### config.mk
export PLATFORM = sky130hd
export DESIGN_NAME = two_axis_pd_aim_controller_flat
export DESIGN_NICKNAME = d
export VERILOG_FILES = /design/src/hdl/tpac_pkg.sv /design/src/hdl/tpac_if.sv /design/src/hdl/two_axis_pd_aim_controller.sv /design/src/hdl/tpac_div.sv /design/src/flat_wrapper.sv
export SDC_FILE = /design/constraint.sdc
export NUM_CORES = 2
export LEC_CHECK = 0
export BUFFER_PORTS_ARGS = -buffer_cell sky130_fd_sc_hd__buf_2
export CAP_MARGIN = 20
export CORE_MARGIN = 3
export CORE_UTILIZATION = 44
export DETAILED_ROUTE_END_ITERATION = 8
export MAX_ROUTING_LAYER = met4
export SLEW_MARGIN = 15
export SYNTH_ARGS = -nofsm -noshare
export SYNTH_HDL_FRONTEND = slang
export SYNTH_SLANG_ARGS = --single-unit
### constraint.sdc
create_clock -name i_clk -period 9.23 [get_ports i_clk]
set_clock_uncertainty 0.15 [all_clocks]
set_input_delay 1.846 -clock i_clk [delete_from_list [all_inputs] [get_ports i_clk]]
set_output_delay 1.846 -clock i_clk [all_outputs]
set_load 0.01 [all_outputs]
### src/hdl/tpac_pkg.sv
package tpac_pkg;

    // Pixel coordinate width; frame sizes carry one more bit.
    localparam int COORD_BITS = 12;
    localparam int SIZE_W     = COORD_BITS + 1;
    localparam int FRAC_W     = 16;
    localparam int GAIN_W     = 16;

    // Error numerator magnitude, signed numerator and divisor (twice the size).
    localparam int MAG_W      = SIZE_W + FRAC_W;
    localparam int NUM_W      = MAG_W + 1;
    localparam int DIV_W      = SIZE_W + 1;

    localparam int ERR_W      = 17;
    localparam int SUM_W      = 24;
    localparam int DIFF_W     = ERR_W + 1;

    // Shared signed multiplier operands and product.
    localparam int MA_W       = 31;
    localparam int MB_W       = 17;
    localparam int PROD_W     = MA_W + MB_W;

    // PID accumulator, and the range it is held to before scaling.
    localparam int ACC_W      = 42;
    localparam int SAT_W      = 30;
    localparam int FRAC_SH    = 27;

    localparam int ANGLE_W    = 8;
    localparam int PSTEP_W    = 5;
    localparam int TSTEP_W    = 9;

    localparam int POS_MAX    = 180;
    localparam int PAN_RESET  = 155;
    localparam int TILT_RESET = 92;
    localparam int PAN_HOME   = 155;
    localparam int TILT_HOME  = 90;
    localparam int PAN_SCALE  = 90;
    localparam int TILT_SCALE = 80;
    localparam int PAN_LIMIT  = 10;
    localparam int TILT_LIMIT = 180;

    localparam int NUM_REGS   = 8;
    localparam int REG_IDX_W  = 3;
    localparam int PADDR_W    = REG_IDX_W + 2;
    localparam int PDATA_W    = 32;

    typedef enum logic [REG_IDX_W-1:0] {
        CFG_PAN_KP  = 3'd0,
        CFG_PAN_KI  = 3'd1,
        CFG_PAN_KD  = 3'd2,
        CFG_TILT_KP = 3'd3,
        CFG_TILT_KI = 3'd4,
        CFG_TILT_KD = 3'd5,
        CFG_AIM_X   = 3'd6,
        CFG_AIM_Y   = 3'd7
    } t_cfg_idx;

    localparam logic [GAIN_W-1:0] CFG_RESET [NUM_REGS] = '{
        16'd1229, 16'd0, 16'd205, 16'd1638, 16'd0, 16'd410, 16'd29491, 16'd32768
    };

endpackage

### src/hdl/tpac_if.sv
interface tpac_in_if;
    logic                               valid;
    logic                               ready;
    logic                               kind;
    logic [tpac_pkg::COORD_BITS-1:0]    target_col;
    logic [tpac_pkg::COORD_BITS-1:0]    target_row;
    logic [tpac_pkg::SIZE_W-1:0]        frame_width;
    logic [tpac_pkg::SIZE_W-1:0]        frame_height;

    modport source (
        output valid, kind, target_col, target_row, frame_width, frame_height,
        input  ready
    );
    modport sink (
        input  valid, kind, target_col, target_row, frame_width, frame_height,
        output ready
    );
endinterface

interface tpac_out_if;
    logic                               valid;
    logic                               ready;
    logic [tpac_pkg::ANGLE_W-1:0]       pan_angle;
    logic [tpac_pkg::ANGLE_W-1:0]       tilt_angle;
    logic signed [tpac_pkg::PSTEP_W-1:0] pan_step;
    logic signed [tpac_pkg::TSTEP_W-1:0] tilt_step;
    logic                               bad_frame;

    modport source (
        output valid, pan_angle, tilt_angle, pan_step, tilt_step, bad_frame,
        input  ready
    );
    modport sink (
        input  valid, pan_angle, tilt_angle, pan_step, tilt_step, bad_frame,
        output ready
    );
endinterface

### src/hdl/two_axis_pd_aim_controller.sv
// Two-axis pan/tilt aiming controller. Each aim beat forms a normalized
// error per axis with a shared 29-step restoring divider, then runs a PID
// step on one shared 31x17 signed multiplier and moves the held servo angle.
// The input is not ready while a beat is in work, but a new beat is taken
// while the previous result still waits on the output. Gains and aim
// points are to be written over the APB port only while the block is
// idle; the block itself does not enforce this.
module two_axis_pd_aim_controller (
    input  logic                               i_clk,
    input  logic                               i_rst_n,
    tpac_in_if.sink                            i_in,
    tpac_out_if.source                         o_out,
    input  logic                               psel,
    input  logic                               penable,
    input  logic                               pwrite,
    input  logic [tpac_pkg::PADDR_W-1:0]       paddr,
    input  logic [tpac_pkg::PDATA_W-1:0]       pwdata,
    output logic [tpac_pkg::PDATA_W-1:0]       prdata,
    output logic                               pready
);

    localparam int Q_W      = tpac_pkg::PROD_W - tpac_pkg::FRAC_SH;
    localparam int POS_W    = tpac_pkg::ANGLE_W + 2;
    localparam int ERR_MAX  = 2 ** (tpac_pkg::ERR_W - 2) - 1;
    localparam int ERR_MIN  = -(2 ** (tpac_pkg::ERR_W - 2));
    localparam int SUM_MAX  = 2 ** (tpac_pkg::SUM_W - 1) - 1;
    localparam int SUM_MIN  = -(2 ** (tpac_pkg::SUM_W - 1));
    localparam longint SAT_MAX = 2 ** (tpac_pkg::SAT_W - 1) - 1;
    localparam longint RND_BIAS = 2 ** tpac_pkg::FRAC_SH - 1;

    typedef enum logic [3:0] {
        S_IDLE, S_NUM, S_DSTART, S_DWAIT, S_UPD, S_MP, S_MI, S_MD,
        S_SAT, S_MS, S_STEP, S_DONE
    } t_state;

    // Configuration registers.
    logic [tpac_pkg::GAIN_W-1:0] r_cfg [tpac_pkg::NUM_REGS];

    always_ff @(posedge i_clk) begin
        if (!i_rst_n) begin
            for (int i = 0; i < tpac_pkg::NUM_REGS; i++) begin
                r_cfg[i] <= tpac_pkg::CFG_RESET[i];
            end
        end else if (psel && penable && pwrite) begin
            r_cfg[paddr[tpac_pkg::PADDR_W-1:2]] <= pwdata[tpac_pkg::GAIN_W-1:0];
        end
    end

    assign prdata = tpac_pkg::PDATA_W'(r_cfg[paddr[tpac_pkg::PADDR_W-1:2]]);
    assign pready = 1'b1;

    t_state                               r_state;
    logic                                 r_ax;
    logic [tpac_pkg::COORD_BITS-1:0]      r_tx;
    logic [tpac_pkg::COORD_BITS-1:0]      r_ty;
    logic [tpac_pkg::SIZE_W-1:0]          r_w;
    logic [tpac_pkg::SIZE_W-1:0]          r_h;
    logic                                 r_neg;
    logic signed [tpac_pkg::ERR_W-1:0]    r_err;
    logic signed [tpac_pkg::DIFF_W-1:0]   r_diff;
    logic signed [tpac_pkg::ACC_W-1:0]    r_acc;
    logic signed [tpac_pkg::PROD_W-1:0]   r_prod;

    logic [tpac_pkg::ANGLE_W-1:0]         r_pan_pos;
    logic [tpac_pkg::ANGLE_W-1:0]         r_tilt_pos;
    logic signed [tpac_pkg::ERR_W-1:0]    r_pan_last;
    logic signed [tpac_pkg::ERR_W-1:0]    r_tilt_last;
    logic signed [tpac_pkg::SUM_W-1:0]    r_pan_sum;
    logic signed [tpac_pkg::SUM_W-1:0]    r_tilt_sum;

    logic signed [tpac_pkg::PSTEP_W-1:0]  r_pstep;
    logic signed [tpac_pkg::TSTEP_W-1:0]  r_tstep;
    logic                                 r_bad;

    logic                                 r_ovalid;
    logic [tpac_pkg::ANGLE_W-1:0]         r_o_pan;
    logic [tpac_pkg::ANGLE_W-1:0]         r_o_tilt;
    logic signed [tpac_pkg::PSTEP_W-1:0]  r_o_pstep;
    logic signed [tpac_pkg::TSTEP_W-1:0]  r_o_tstep;
    logic                                 r_o_bad;

    // Per-axis selections.
    logic [tpac_pkg::SIZE_W-1:0]          size;
    logic [tpac_pkg::COORD_BITS-1:0]      target;
    logic [tpac_pkg::FRAC_W-1:0]          frac;
    logic [tpac_pkg::GAIN_W-1:0]          kp, ki, kd;
    logic signed [tpac_pkg::SUM_W-1:0]    sum_cur;
    logic signed [tpac_pkg::ERR_W-1:0]    last_cur;
    logic [tpac_pkg::ANGLE_W-1:0]         pos_cur;

    assign size     = r_ax ? r_h : r_w;
    assign target   = r_ax ? r_ty : r_tx;
    assign frac     = r_ax ? r_cfg[tpac_pkg::CFG_AIM_Y] : r_cfg[tpac_pkg::CFG_AIM_X];
    assign kp       = r_ax ? r_cfg[tpac_pkg::CFG_TILT_KP] : r_cfg[tpac_pkg::CFG_PAN_KP];
    assign ki       = r_ax ? r_cfg[tpac_pkg::CFG_TILT_KI] : r_cfg[tpac_pkg::CFG_PAN_KI];
    assign kd       = r_ax ? r_cfg[tpac_pkg::CFG_TILT_KD] : r_cfg[tpac_pkg::CFG_PAN_KD];
    assign sum_cur  = r_ax ? r_tilt_sum : r_pan_sum;
    assign last_cur = r_ax ? r_tilt_last : r_pan_last;
    assign pos_cur  = r_ax ? r_tilt_pos : r_pan_pos;

    // Shared multiplier with operands chosen by the sequencer.
    logic signed [tpac_pkg::MA_W-1:0]     mul_a;
    logic signed [tpac_pkg::MB_W-1:0]     mul_b;

    always_comb begin
        mul_a = '0;
        mul_b = '0;
        unique case (r_state)
            S_NUM: begin
                mul_a = tpac_pkg::MA_W'(size);
                mul_b = tpac_pkg::MB_W'(frac);
            end
            S_MP: begin
                mul_a = tpac_pkg::MA_W'(r_err);
                mul_b = tpac_pkg::MB_W'(kp);
            end
            S_MI: begin
                mul_a = tpac_pkg::MA_W'(sum_cur);
                mul_b = tpac_pkg::MB_W'(ki);
            end
            S_MD: begin
                mul_a = tpac_pkg::MA_W'(r_diff);
                mul_b = tpac_pkg::MB_W'(kd);
            end
            S_MS: begin
                mul_a = tpac_pkg::MA_W'(r_acc);
                mul_b = r_ax ? tpac_pkg::MB_W'(tpac_pkg::TILT_SCALE)
                             : tpac_pkg::MB_W'(tpac_pkg::PAN_SCALE);
            end
            default: begin
                mul_a = '0;
                mul_b = '0;
            end
        endcase
    end

    always_ff @(posedge i_clk) begin
        r_prod <= mul_a * mul_b;
    end

    // Error numerator: size * aim fraction minus target shifted into Q.16.
    logic signed [tpac_pkg::NUM_W-1:0]    num;
    logic [tpac_pkg::MAG_W-1:0]           num_mag;
    logic                                 div_start;
    logic                                 div_done;
    logic [tpac_pkg::MAG_W-1:0]           quo;

    assign num = $signed(r_prod[tpac_pkg::NUM_W-1:0])
               - $signed(tpac_pkg::NUM_W'({target, 16'h0000}));
    assign num_mag   = num[tpac_pkg::NUM_W-1] ? tpac_pkg::MAG_W'(-num)
                                              : tpac_pkg::MAG_W'(num);
    assign div_start = (r_state == S_DSTART);

    tpac_div u_div (
        .i_clk      (i_clk),
        .i_rst_n    (i_rst_n),
        .i_start    (div_start),
        .i_dividend (num_mag),
        .i_divisor  ({size, 1'b0}),
        .o_done     (div_done),
        .o_quotient (quo)
    );

    // Signed quotient with saturation to Q1.15.
    logic signed [tpac_pkg::ERR_W-1:0]    err_c;

    always_comb begin
        if (r_neg) begin
            err_c = (quo > tpac_pkg::MAG_W'(ERR_MAX)) ? tpac_pkg::ERR_W'(ERR_MIN)
                                                      : -tpac_pkg::ERR_W'(quo);
        end else begin
            err_c = (quo > tpac_pkg::MAG_W'(ERR_MAX)) ? tpac_pkg::ERR_W'(ERR_MAX)
                                                      : tpac_pkg::ERR_W'(quo);
        end
    end

    // Saturating integral.
    logic signed [tpac_pkg::SUM_W:0]      sum_wide;
    logic signed [tpac_pkg::SUM_W-1:0]    sum_new;

    always_comb begin
        sum_wide = (tpac_pkg::SUM_W + 1)'(sum_cur) + (tpac_pkg::SUM_W + 1)'(r_err);
        if (sum_wide > (tpac_pkg::SUM_W + 1)'(SUM_MAX)) begin
            sum_new = tpac_pkg::SUM_W'(SUM_MAX);
        end else if (sum_wide < (tpac_pkg::SUM_W + 1)'(SUM_MIN)) begin
            sum_new = tpac_pkg::SUM_W'(SUM_MIN);
        end else begin
            sum_new = tpac_pkg::SUM_W'(sum_wide);
        end
    end

    // Final PID sum, held to a range past which both steps are already at
    // their limits.
    logic signed [tpac_pkg::ACC_W-1:0]    acc_fin;
    logic signed [tpac_pkg::ACC_W-1:0]    acc_sat;

    always_comb begin
        acc_fin = r_acc + $signed(r_prod[tpac_pkg::ACC_W-1:0]);
        if (acc_fin > tpac_pkg::ACC_W'(SAT_MAX)) begin
            acc_sat = tpac_pkg::ACC_W'(SAT_MAX);
        end else if (acc_fin < -tpac_pkg::ACC_W'(SAT_MAX)) begin
            acc_sat = -tpac_pkg::ACC_W'(SAT_MAX);
        end else begin
            acc_sat = acc_fin;
        end
    end

    // Scaled product to degrees, truncated toward zero, limited, and
    // applied to the held angle.
    logic signed [tpac_pkg::PROD_W-1:0]   biased;
    logic signed [Q_W-1:0]                q_deg;
    logic signed [Q_W-1:0]                lim;
    logic signed [Q_W-1:0]                step_c;
    logic signed [POS_W-1:0]              pos_sum;
    logic [tpac_pkg::ANGLE_W-1:0]         pos_new;

    always_comb begin
        biased = r_prod + (r_prod[tpac_pkg::PROD_W-1] ? tpac_pkg::PROD_W'(RND_BIAS)
                                                      : tpac_pkg::PROD_W'(0));
        q_deg  = Q_W'(biased >>> tpac_pkg::FRAC_SH);
        lim    = r_ax ? Q_W'(tpac_pkg::TILT_LIMIT) : Q_W'(tpac_pkg::PAN_LIMIT);
        if (q_deg > lim) begin
            step_c = lim;
        end else if (q_deg < -lim) begin
            step_c = -lim;
        end else begin
            step_c = q_deg;
        end
        pos_sum = $signed(POS_W'(pos_cur)) + POS_W'(step_c);
        if (pos_sum < $signed(POS_W'(0))) begin
            pos_new = '0;
        end else if (pos_sum > $signed(POS_W'(tpac_pkg::POS_MAX))) begin
            pos_new = tpac_pkg::ANGLE_W'(tpac_pkg::POS_MAX);
        end else begin
            pos_new = tpac_pkg::ANGLE_W'(pos_sum);
        end
    end

    logic in_acc;
    logic out_free;

    assign in_acc   = i_in.valid && (r_state == S_IDLE);
    assign out_free = !r_ovalid || o_out.ready;

    always_ff @(posedge i_clk) begin
        if (!i_rst_n) begin
            r_state     <= S_IDLE;
            r_ax        <= 1'b0;
            r_neg       <= 1'b0;
            r_err       <= '0;
            r_diff      <= '0;
            r_acc       <= '0;
            r_tx        <= '0;
            r_ty        <= '0;
            r_w         <= '0;
            r_h         <= '0;
            r_pan_pos   <= tpac_pkg::ANGLE_W'(tpac_pkg::PAN_RESET);
            r_tilt_pos  <= tpac_pkg::ANGLE_W'(tpac_pkg::TILT_RESET);
            r_pan_last  <= '0;
            r_tilt_last <= '0;
            r_pan_sum   <= '0;
            r_tilt_sum  <= '0;
            r_pstep     <= '0;
            r_tstep     <= '0;
            r_bad       <= 1'b0;
            r_ovalid    <= 1'b0;
            r_o_pan     <= '0;
            r_o_tilt    <= '0;
            r_o_pstep   <= '0;
            r_o_tstep   <= '0;
            r_o_bad     <= 1'b0;
        end else begin
            if (r_state == S_DONE && out_free) begin
                r_ovalid <= 1'b1;
            end else if (r_ovalid && o_out.ready) begin
                r_ovalid <= 1'b0;
            end
            unique case (r_state)
                S_IDLE: begin
                    if (in_acc) begin
                        r_pstep <= '0;
                        r_tstep <= '0;
                        r_bad   <= 1'b0;
                        r_tx    <= i_in.target_col;
                        r_ty    <= i_in.target_row;
                        r_w     <= i_in.frame_width;
                        r_h     <= i_in.frame_height;
                        r_ax    <= 1'b0;
                        if (i_in.kind) begin
                            r_pan_pos   <= tpac_pkg::ANGLE_W'(tpac_pkg::PAN_HOME);
                            r_tilt_pos  <= tpac_pkg::ANGLE_W'(tpac_pkg::TILT_HOME);
                            r_pan_last  <= '0;
                            r_tilt_last <= '0;
                            r_pan_sum   <= '0;
                            r_tilt_sum  <= '0;
                            r_state     <= S_DONE;
                        end else if (i_in.frame_width == '0 || i_in.frame_height == '0) begin
                            r_bad   <= 1'b1;
                            r_state <= S_DONE;
                        end else begin
                            r_state <= S_NUM;
                        end
                    end
                end
                S_NUM: begin
                    r_state <= S_DSTART;
                end
                S_DSTART: begin
                    r_neg   <= num[tpac_pkg::NUM_W-1];
                    r_state <= S_DWAIT;
                end
                S_DWAIT: begin
                    if (div_done) begin
                        r_err   <= err_c;
                        r_state <= S_UPD;
                    end
                end
                S_UPD: begin
                    r_diff <= tpac_pkg::DIFF_W'(r_err) - tpac_pkg::DIFF_W'(last_cur);
                    if (r_ax) begin
                        r_tilt_sum  <= sum_new;
                        r_tilt_last <= r_err;
                    end else begin
                        r_pan_sum   <= sum_new;
                        r_pan_last  <= r_err;
                    end
                    r_state <= S_MP;
                end
                S_MP: begin
                    r_state <= S_MI;
                end
                S_MI: begin
                    r_acc   <= $signed(r_prod[tpac_pkg::ACC_W-1:0]);
                    r_state <= S_MD;
                end
                S_MD: begin
                    r_acc   <= r_acc + $signed(r_prod[tpac_pkg::ACC_W-1:0]);
                    r_state <= S_SAT;
                end
                S_SAT: begin
                    r_acc   <= acc_sat;
                    r_state <= S_MS;
                end
                S_MS: begin
                    r_state <= S_STEP;
                end
                S_STEP: begin
                    if (r_ax) begin
                        r_tstep    <= tpac_pkg::TSTEP_W'(step_c);
                        r_tilt_pos <= pos_new;
                        r_state    <= S_DONE;
                    end else begin
                        r_pstep   <= tpac_pkg::PSTEP_W'(step_c);
                        r_pan_pos <= pos_new;
                        r_ax      <= 1'b1;
                        r_state   <= S_NUM;
                    end
                end
                S_DONE: begin
                    if (out_free) begin
                        r_o_pan   <= r_pan_pos;
                        r_o_tilt  <= r_tilt_pos;
                        r_o_pstep <= r_pstep;
                        r_o_tstep <= r_tstep;
                        r_o_bad   <= r_bad;
                        r_state   <= S_IDLE;
                    end
                end
                default: begin
                    r_state <= S_IDLE;
                end
            endcase
        end
    end

    assign i_in.ready       = (r_state == S_IDLE);
    assign o_out.valid      = r_ovalid;
    assign o_out.pan_angle  = r_o_pan;
    assign o_out.tilt_angle = r_o_tilt;
    assign o_out.pan_step   = r_o_pstep;
    assign o_out.tilt_step  = r_o_tstep;
    assign o_out.bad_frame  = r_o_bad;

endmodule

### src/hdl/tpac_div.sv
module tpac_div (
    input  logic                          i_clk,
    input  logic                          i_rst_n,
    input  logic                          i_start,
    input  logic [tpac_pkg::MAG_W-1:0]    i_dividend,
    input  logic [tpac_pkg::DIV_W-1:0]    i_divisor,
    output logic                          o_done,
    output logic [tpac_pkg::MAG_W-1:0]    o_quotient
);

    localparam int CNT_W = $clog2(tpac_pkg::MAG_W);

    logic [tpac_pkg::MAG_W-1:0] r_quo;
    logic [tpac_pkg::DIV_W-1:0] r_rem;
    logic [tpac_pkg::DIV_W-1:0] r_div;
    logic [CNT_W-1:0]           r_cnt;
    logic                       r_busy;
    logic                       r_done;

    logic [tpac_pkg::DIV_W:0]   shifted;
    logic                       fits;

    // Restoring division, one quotient bit per cycle; quotient bits shift
    // in where dividend bits shift out.
    assign shifted = {r_rem, r_quo[tpac_pkg::MAG_W-1]};
    assign fits    = shifted >= {1'b0, r_div};

    always_ff @(posedge i_clk) begin
        if (!i_rst_n) begin
            r_busy <= 1'b0;
            r_done <= 1'b0;
            r_cnt  <= '0;
            r_quo  <= '0;
            r_rem  <= '0;
            r_div  <= '0;
        end else begin
            r_done <= 1'b0;
            if (i_start) begin
                r_quo  <= i_dividend;
                r_rem  <= '0;
                r_div  <= i_divisor;
                r_cnt  <= CNT_W'(tpac_pkg::MAG_W - 1);
                r_busy <= 1'b1;
            end else if (r_busy) begin
                r_rem <= fits ? tpac_pkg::DIV_W'(shifted - {1'b0, r_div})
                              : shifted[tpac_pkg::DIV_W-1:0];
                r_quo <= {r_quo[tpac_pkg::MAG_W-2:0], fits};
                if (r_cnt == '0) begin
                    r_busy <= 1'b0;
                    r_done <= 1'b1;
                end else begin
                    r_cnt <= r_cnt - 1'b1;
                end
            end
        end
    end

    assign o_done     = r_done;
    assign o_quotient = r_quo;

endmodule

### src/flat_wrapper.sv
// flat-port wrapper written by rule: the top's interface ports become plain ports
module two_axis_pd_aim_controller_flat 
  (i_clk, i_rst_n, psel, penable, pwrite, paddr, pwdata, prdata, pready, i_in_valid, i_in_kind, i_in_target_col, i_in_target_row, i_in_frame_width, i_in_frame_height, i_in_ready, o_out_valid, o_out_pan_angle, o_out_tilt_angle, o_out_pan_step, o_out_tilt_step, o_out_bad_frame, o_out_ready);
  tpac_in_if i_in_i ();
  tpac_out_if o_out_i ();
  input  logic i_clk;
  input  logic i_rst_n;
  input  logic psel;
  input  logic penable;
  input  logic pwrite;
  input  logic [tpac_pkg::PADDR_W-1:0] paddr;
  input  logic [tpac_pkg::PDATA_W-1:0] pwdata;
  output logic [tpac_pkg::PDATA_W-1:0] prdata;
  output logic pready;
  input wire logic [$bits(i_in_i.valid)-1:0] i_in_valid;
  input wire logic [$bits(i_in_i.kind)-1:0] i_in_kind;
  input wire logic [$bits(i_in_i.target_col)-1:0] i_in_target_col;
  input wire logic [$bits(i_in_i.target_row)-1:0] i_in_target_row;
  input wire logic [$bits(i_in_i.frame_width)-1:0] i_in_frame_width;
  input wire logic [$bits(i_in_i.frame_height)-1:0] i_in_frame_height;
  output wire logic [$bits(i_in_i.ready)-1:0] i_in_ready;
  output wire logic [$bits(o_out_i.valid)-1:0] o_out_valid;
  output wire logic [$bits(o_out_i.pan_angle)-1:0] o_out_pan_angle;
  output wire logic [$bits(o_out_i.tilt_angle)-1:0] o_out_tilt_angle;
  output wire logic [$bits(o_out_i.pan_step)-1:0] o_out_pan_step;
  output wire logic [$bits(o_out_i.tilt_step)-1:0] o_out_tilt_step;
  output wire logic [$bits(o_out_i.bad_frame)-1:0] o_out_bad_frame;
  input wire logic [$bits(o_out_i.ready)-1:0] o_out_ready;
  assign i_in_i.valid = i_in_valid;
  assign i_in_i.kind = i_in_kind;
  assign i_in_i.target_col = i_in_target_col;
  assign i_in_i.target_row = i_in_target_row;
  assign i_in_i.frame_width = i_in_frame_width;
  assign i_in_i.frame_height = i_in_frame_height;
  assign i_in_ready = i_in_i.ready;
  assign o_out_valid = o_out_i.valid;
  assign o_out_pan_angle = o_out_i.pan_angle;
  assign o_out_tilt_angle = o_out_i.tilt_angle;
  assign o_out_pan_step = o_out_i.pan_step;
  assign o_out_tilt_step = o_out_i.tilt_step;
  assign o_out_bad_frame = o_out_i.bad_frame;
  assign o_out_i.ready = o_out_ready;
  two_axis_pd_aim_controller u_core (.i_clk(i_clk), .i_rst_n(i_rst_n), .i_in(i_in_i), .o_out(o_out_i), .psel(psel), .penable(penable), .pwrite(pwrite), .paddr(paddr), .pwdata(pwdata), .prdata(prdata), .pready(pready));
endmodule
# After elaboration in Yosys (flattened, before gate mapping)
# Memories as Yosys holds them, arrays and structs flattened.
# Index checks and enable logic that the tools add are counted.
# word_totals
register_bits,389
mem_bits_rw,128
input_bits,95
wordCells,195
mem_count,1
# memory_table
memory,words,width,rd,rd_clocked_by_memory_dff,wr,line,text
u_core.r_cfg,8,16,9,0,8,two_axis_pd_aim_controller.sv:37,logic [tpac_pkg::GAIN_W-1:0] r_cfg [tpac_pkg::NUM_REGS];
# classes
addsub,11
mul,1
order_cmp,10
eq_ne,20
muxes,83
n_bitwise,3
n_reduce_logical,33
# ops
op,n
$mux 24,7
$pmux 31 s5,1
$mux 17,8
$pmux 42 s3,1
$pmux 24 s2,2
$mux 29,3
$mux 42,2
$mux 16,5
$mux 8,10
$pmux 16 s5,1
$pmux 17 s2,2
$add 48x28->48,1
$mul 31x17->48,1
$pmux 4 s12,1
$add 42x42->42,1
$gt 42x30->1 const B,1
$lt 42x30->1 const B,1
$pmux 8 s2,2
$sub 30x29->30,1
$gt 29x15->1 const B,1
$neg 29->29,1
$mux 4,7
$mux 27,1
$logic_not 13->1,2
other kinds (45),98

# Logic depth before layout (Yosys ltp)
# depth
word_depth,11
mapped_depth,35

# Hierarchy
# Synthesis repeated with hierarchy kept, for this count alone.
# unflattened
hier_cells,5540
hier_area_um2,48182.5
# modules_own_cells
mod,n_inst,cells_each,area_each_um2,seq_area_each_um2
two_axis_pd_aim_controller,1,5132,44650.3,10369.9
tpac_div,1,408,3532.1,1281.2

# Worst setup path before layout
# No wires, ideal clock.
# synth_path
kind,flip-flop to flip-flop
startpoint,register u_core.r_ax
endpoint,register u_core.r_prod[44] in the netlist's numbering
setup_ns,0.072
arrival_ns,8.332
required_time_ns,9.008
path_slack_ns,0.676
stages_incl_launch_ff,33
n_path_buf,6
path_cell_list,dfxtp_1 > clkbuf_1 > buf_2 > buf_1 > clkbuf_1 > buf_1 > mux2i_1 > o22ai_1 > nor2_1 > clkbuf_1 > nor2_1 > fa_1 > inv_1 > fa_1 > inv_1 > fa_1 > inv_1 > fa_1 > fa_1 > inv_1 > fa_1 > ha_1 > o21a_1 > o211ai_1 > a2bb2oi_1 > and3_1 > a311o_1 > a21oi_1 > o31ai_1 > a31oi_1 > o21bai_1 > a21oi_1 > xnor2_1
# synth_via
elab_chain_len,3
elab_cells_between_ends,10
# synth_lines
element,line,text
start: declaration,two_axis_pd_aim_controller.sv:53,logic r_ax;
start signal: assignment,two_axis_pd_aim_controller.sv:248,r_ax <= 1'b0;
start signal: assignment,two_axis_pd_aim_controller.sv:288,r_ax <= 1'b0;
start signal: assignment,two_axis_pd_aim_controller.sv:355,r_ax <= 1'b1;
"$mux 24, or another cell as far along",two_axis_pd_aim_controller.sv:97,assign sum_cur = r_ax ? r_tilt_sum : r_pan_sum;
$pmux 31 s5 or $pmux 16 s5 (tied branches),two_axis_pd_aim_controller.sv:108,unique case (r_state)
$mul 31x17->48 (*),two_axis_pd_aim_controller.sv:138,r_prod <= mul_a * mul_b;
end signal: assignment,two_axis_pd_aim_controller.sv:138,
end: declaration,two_axis_pd_aim_controller.sv:62,logic signed [tpac_pkg::PROD_W-1:0] r_prod;
# Mark *: on every way between the ends. The rest lies on a longest branch, timed or not.
# A chain may end at the register's enable or synchronous reset.

# Worst setup path after layout
# layout_path
startpoint,register u_core.r_state[0]
endpoint,register u_core.r_prod[46] in the netlist's numbering
# layout_via
elab_chain_len,3
elab_cells_between_ends,8
# layout_lines
element,line,text
start: declaration,two_axis_pd_aim_controller.sv:52,t_state r_state;
start signal: assignment,two_axis_pd_aim_controller.sv:247,r_state <= S_IDLE;
start signal: assignment,two_axis_pd_aim_controller.sv:296,r_state <= S_DONE;
start signal: assignment,two_axis_pd_aim_controller.sv:299,r_state <= S_DONE;
"$eq 4x4->1, or another cell as far along",two_axis_pd_aim_controller.sv:108,
$pmux 31 s5 or $pmux 16 s5 (tied branches),two_axis_pd_aim_controller.sv:108,
$mul 31x17->48 (*),two_axis_pd_aim_controller.sv:138,
# Marks and branches as above.

==> reports/qor.csv <==
metric,value,unit
Slew @ Worst Pin,1.150,ns
per-cell routed wire length,20.25,um
final-layout fill cell count,10400,
Worst Path Max Fanout,31,
Row Count,120,
Routed WL,142200,um
GPL Wtd Cong,0.9592,
Die Area,112200,um^2
register bit total from synthesis,517,
fin crit share,0.9466,
io pins,161,
average size of a mapped cell,8.564,um^2
PwrDens,172.0,nW/um^2
Fin. Hold Viols,0,
CTS Hold Bufs,0,
# DRC,0,
crit end category,flop,
Storage cell area,11640,um^2
Post-DP Area,50090,um^2
vias in the first global route,39450,
clock root buffer,clkbuf_16,
# diodes,0,
Hold Path Class,flop to flop,
initial antenna violation count,1,
clk_lat worst skew,0.63,ns
"EDFF count, synth",128,
CTS tree,built,
most frequent cells in the layout,"nand2_1, inv_1, a21oi_1",
Die Wd,334.9,um
CP Class,flop to flop,
WHS Path Cells,2,
highest cell delay on the worst timing path,0.65,ns
final hold slack,0.3012,ns
# Post-CTS Setup Buffers,0,
"Clk pin slew, worst setup/hold paths",0.06,ns
Vias/cell,5.674,
Slew HR,0.2335,
overflow left after global routing,0,
setup_tns,0,ns
RSZ-0062 raised after global routing,false,
pin count of the biggest net entering global routing,95,
ys async rst share,0,
post-synthesis sequential area ratio,0.2443,
Ys Warns,0,
nets@finish,6426,
fin area,52100,um^2
clk buf depth,3,
fmax,114.5,MHz
Resized Gates After CTS,0,
gr usage total,0.2578,
"Top cell by count, worst path",fa_1,
Max VDD drop,0.1590,mV
synthesized area,47610,um^2
synth unique cells,91,
CORE AREA,107200,um^2
"Top FF cell, synth",dfxtp_1,
LEAKAGE,21.96,nW
share of cells above drive strength 1,0.09842,
Final Max Slew Viols,0,
Die Y,334.9,um
Worst Setup Start Kind,flop,
WP data arrival,9.09,ns
Crit path required time,9.58,ns
pre-CTS WS,0.3052,ns
Starting DRT DRC Count,2811,
post-DP HPWL,108100,um
cells on worst reg2reg path,28,
first-pass GRT wire length,224000,um
Final setup viols,0,
fin worst setup slack,0.4928,ns
outcome,completed,
via count,39850,
area grow syn2layout,9.422,%
starting density of the core,0.4441,
post-layout util,0.4859,
Max-Cap Viols,0,
"antenna viol nets, final",0,
min cycle time layout,8.737,ns
CTS Sinks,517,
multi-input logic area,32540,um^2
Post-Synthesis Cells,5559,
"most common cell after layout, fill and taps aside",nand2_1,
port bufs,125,
CP max-delay cell,or2_2,
H-Tree Level Count,2,
Pre-antenna DRT Iters,8,
Num CTS Buffers,54,
-- layer usage --
| layer | part of all wire | vias to the layer above | wire, um | track usage |
|---|---|---|---|---|
| met4 | 0.030 | 0 | 4256 | 0.07345 |
| met1 | 0.45 | 19810 | 63340 | 0.3422 |
| met5 | 0 | - | 0 | - |
| met2 | 0.48 | 973 | 68260 | 0.4249 |
| met3 | 0.045 | 169 | 6358 | 0.02017 |
| li1 | - | 18890 | - | - |
-- critical path, delay by kind of cell, from the launching register on --
kind	cells	cell delay, ns
compound gates	9	1.77
simple gates	5	1.70
xor+xnor	1	0.17
fa+ha+maj	7	3.40
flops	1	0.55
buf+inv	6	0.82
-- through the flow --
step | total power [W] | cells
after global placement | 0.006569 | 6917
after detailed placement | 0.006596 | 6917
final | 0.008962 | 7022
after global routing | 0.009486 | 7022
after CTS | 0.008966 | 7016
after floorplan | 0.005488 | 5574
-- synth_stat cells, types with 32 or more instances --
cell      instances  share of area
nand2_1         784          0.062
inv_1           610          0.048
a21oi_1         490          0.052
fa_1            481           0.20
dfxtp_1         389           0.16
nor2_1          341          0.027
clkbuf_1        285          0.022
ha_1            274          0.072
o21ai_0         206          0.022
edfxtp_1        128          0.081
xnor2_1         120          0.022
and3_1          104          0.014
mux2i_1          98          0.021
a22oi_1          94          0.015
nand3_1          92         0.0097
a21o_1           79          0.012
mux2_2           64          0.015
nand2b_1         64         0.0084
and2_1           62         0.0081
nand4_1          62         0.0081
xor2_1           60          0.011
o22ai_1          56         0.0074
nor3_1           52         0.0055
a211oi_1         42         0.0066
a31oi_1          36         0.0047
o21bai_1         32         0.0050
-- report_power, final --
group          switching (W)  internal, W
combinational        0.00240      0.00135
sequential          0.000258      0.00258
clock               0.000986      0.00138
-- final timing paths --
path                                   from                   endpoint  slack (ns)
hold reg to reg   u_core.o_out.tilt_step[1]  u_core.o_out.tilt_step[1]        0.30
setup / recovery          u_core.r_state[0]          u_core.r_prod[46]        0.49
setup reg to reg          u_core.r_state[0]          u_core.r_prod[46]        0.49
hold / removal    u_core.o_out.tilt_step[1]  u_core.o_out.tilt_step[1]        0.30
-- final cells by class --
| cell class | instances | area share |
|---|---|---|
| Inverter | 610 | 0.04405 |
| Multi-Input combinational cell | 4108 | 0.6246 |
| Clock inverter | 27 | 0.007349 |
| Timing Repair Buffer | 285 | 0.03795 |
| Sequential cell | 517 | 0.2234 |
| Tap cell | 1403 | 0.03370 |
| Clock buffer | 72 | 0.02901 |
-- registers in the layout, summed over array words and instances, names as in the netlist, 9 cells and up --
register / flops
u_core.r_tilt_sum: 24
u_core.r_w: 13
u_core.r_prod: 48
u_core.o_out.tilt_step: 9
u_core.r_cfg: 128
u_core.r_h: 13
u_core.r_acc: 42
u_core.u_div.r_rem: 14
u_core.r_pan_last: 17
u_core.r_pan_sum: 24
u_core.r_tx: 12
u_core.r_tilt_last: 17
u_core.u_div.r_div: 13
u_core.u_div.o_quotient: 29
u_core.r_diff: 18
u_core.r_ty: 12
u_core.r_tstep: 9
u_core.r_err: 17
-- kinds of logic after synthesis --
family	count (synthesis)	synth area share
buffers and inverters	949	0.07682
adder cells (fa/ha/maj)	756	0.2745
AND/OR/NAND/NOR	1707	0.1637
AO/OA/AOI/OAI	1286	0.1717
other	2	0.0001577
XOR/XNOR	180	0.03311
flip-flops	517	0.2443
multiplexers	162	0.03574
No activity file was read; power rests on OpenSTA's default activity.
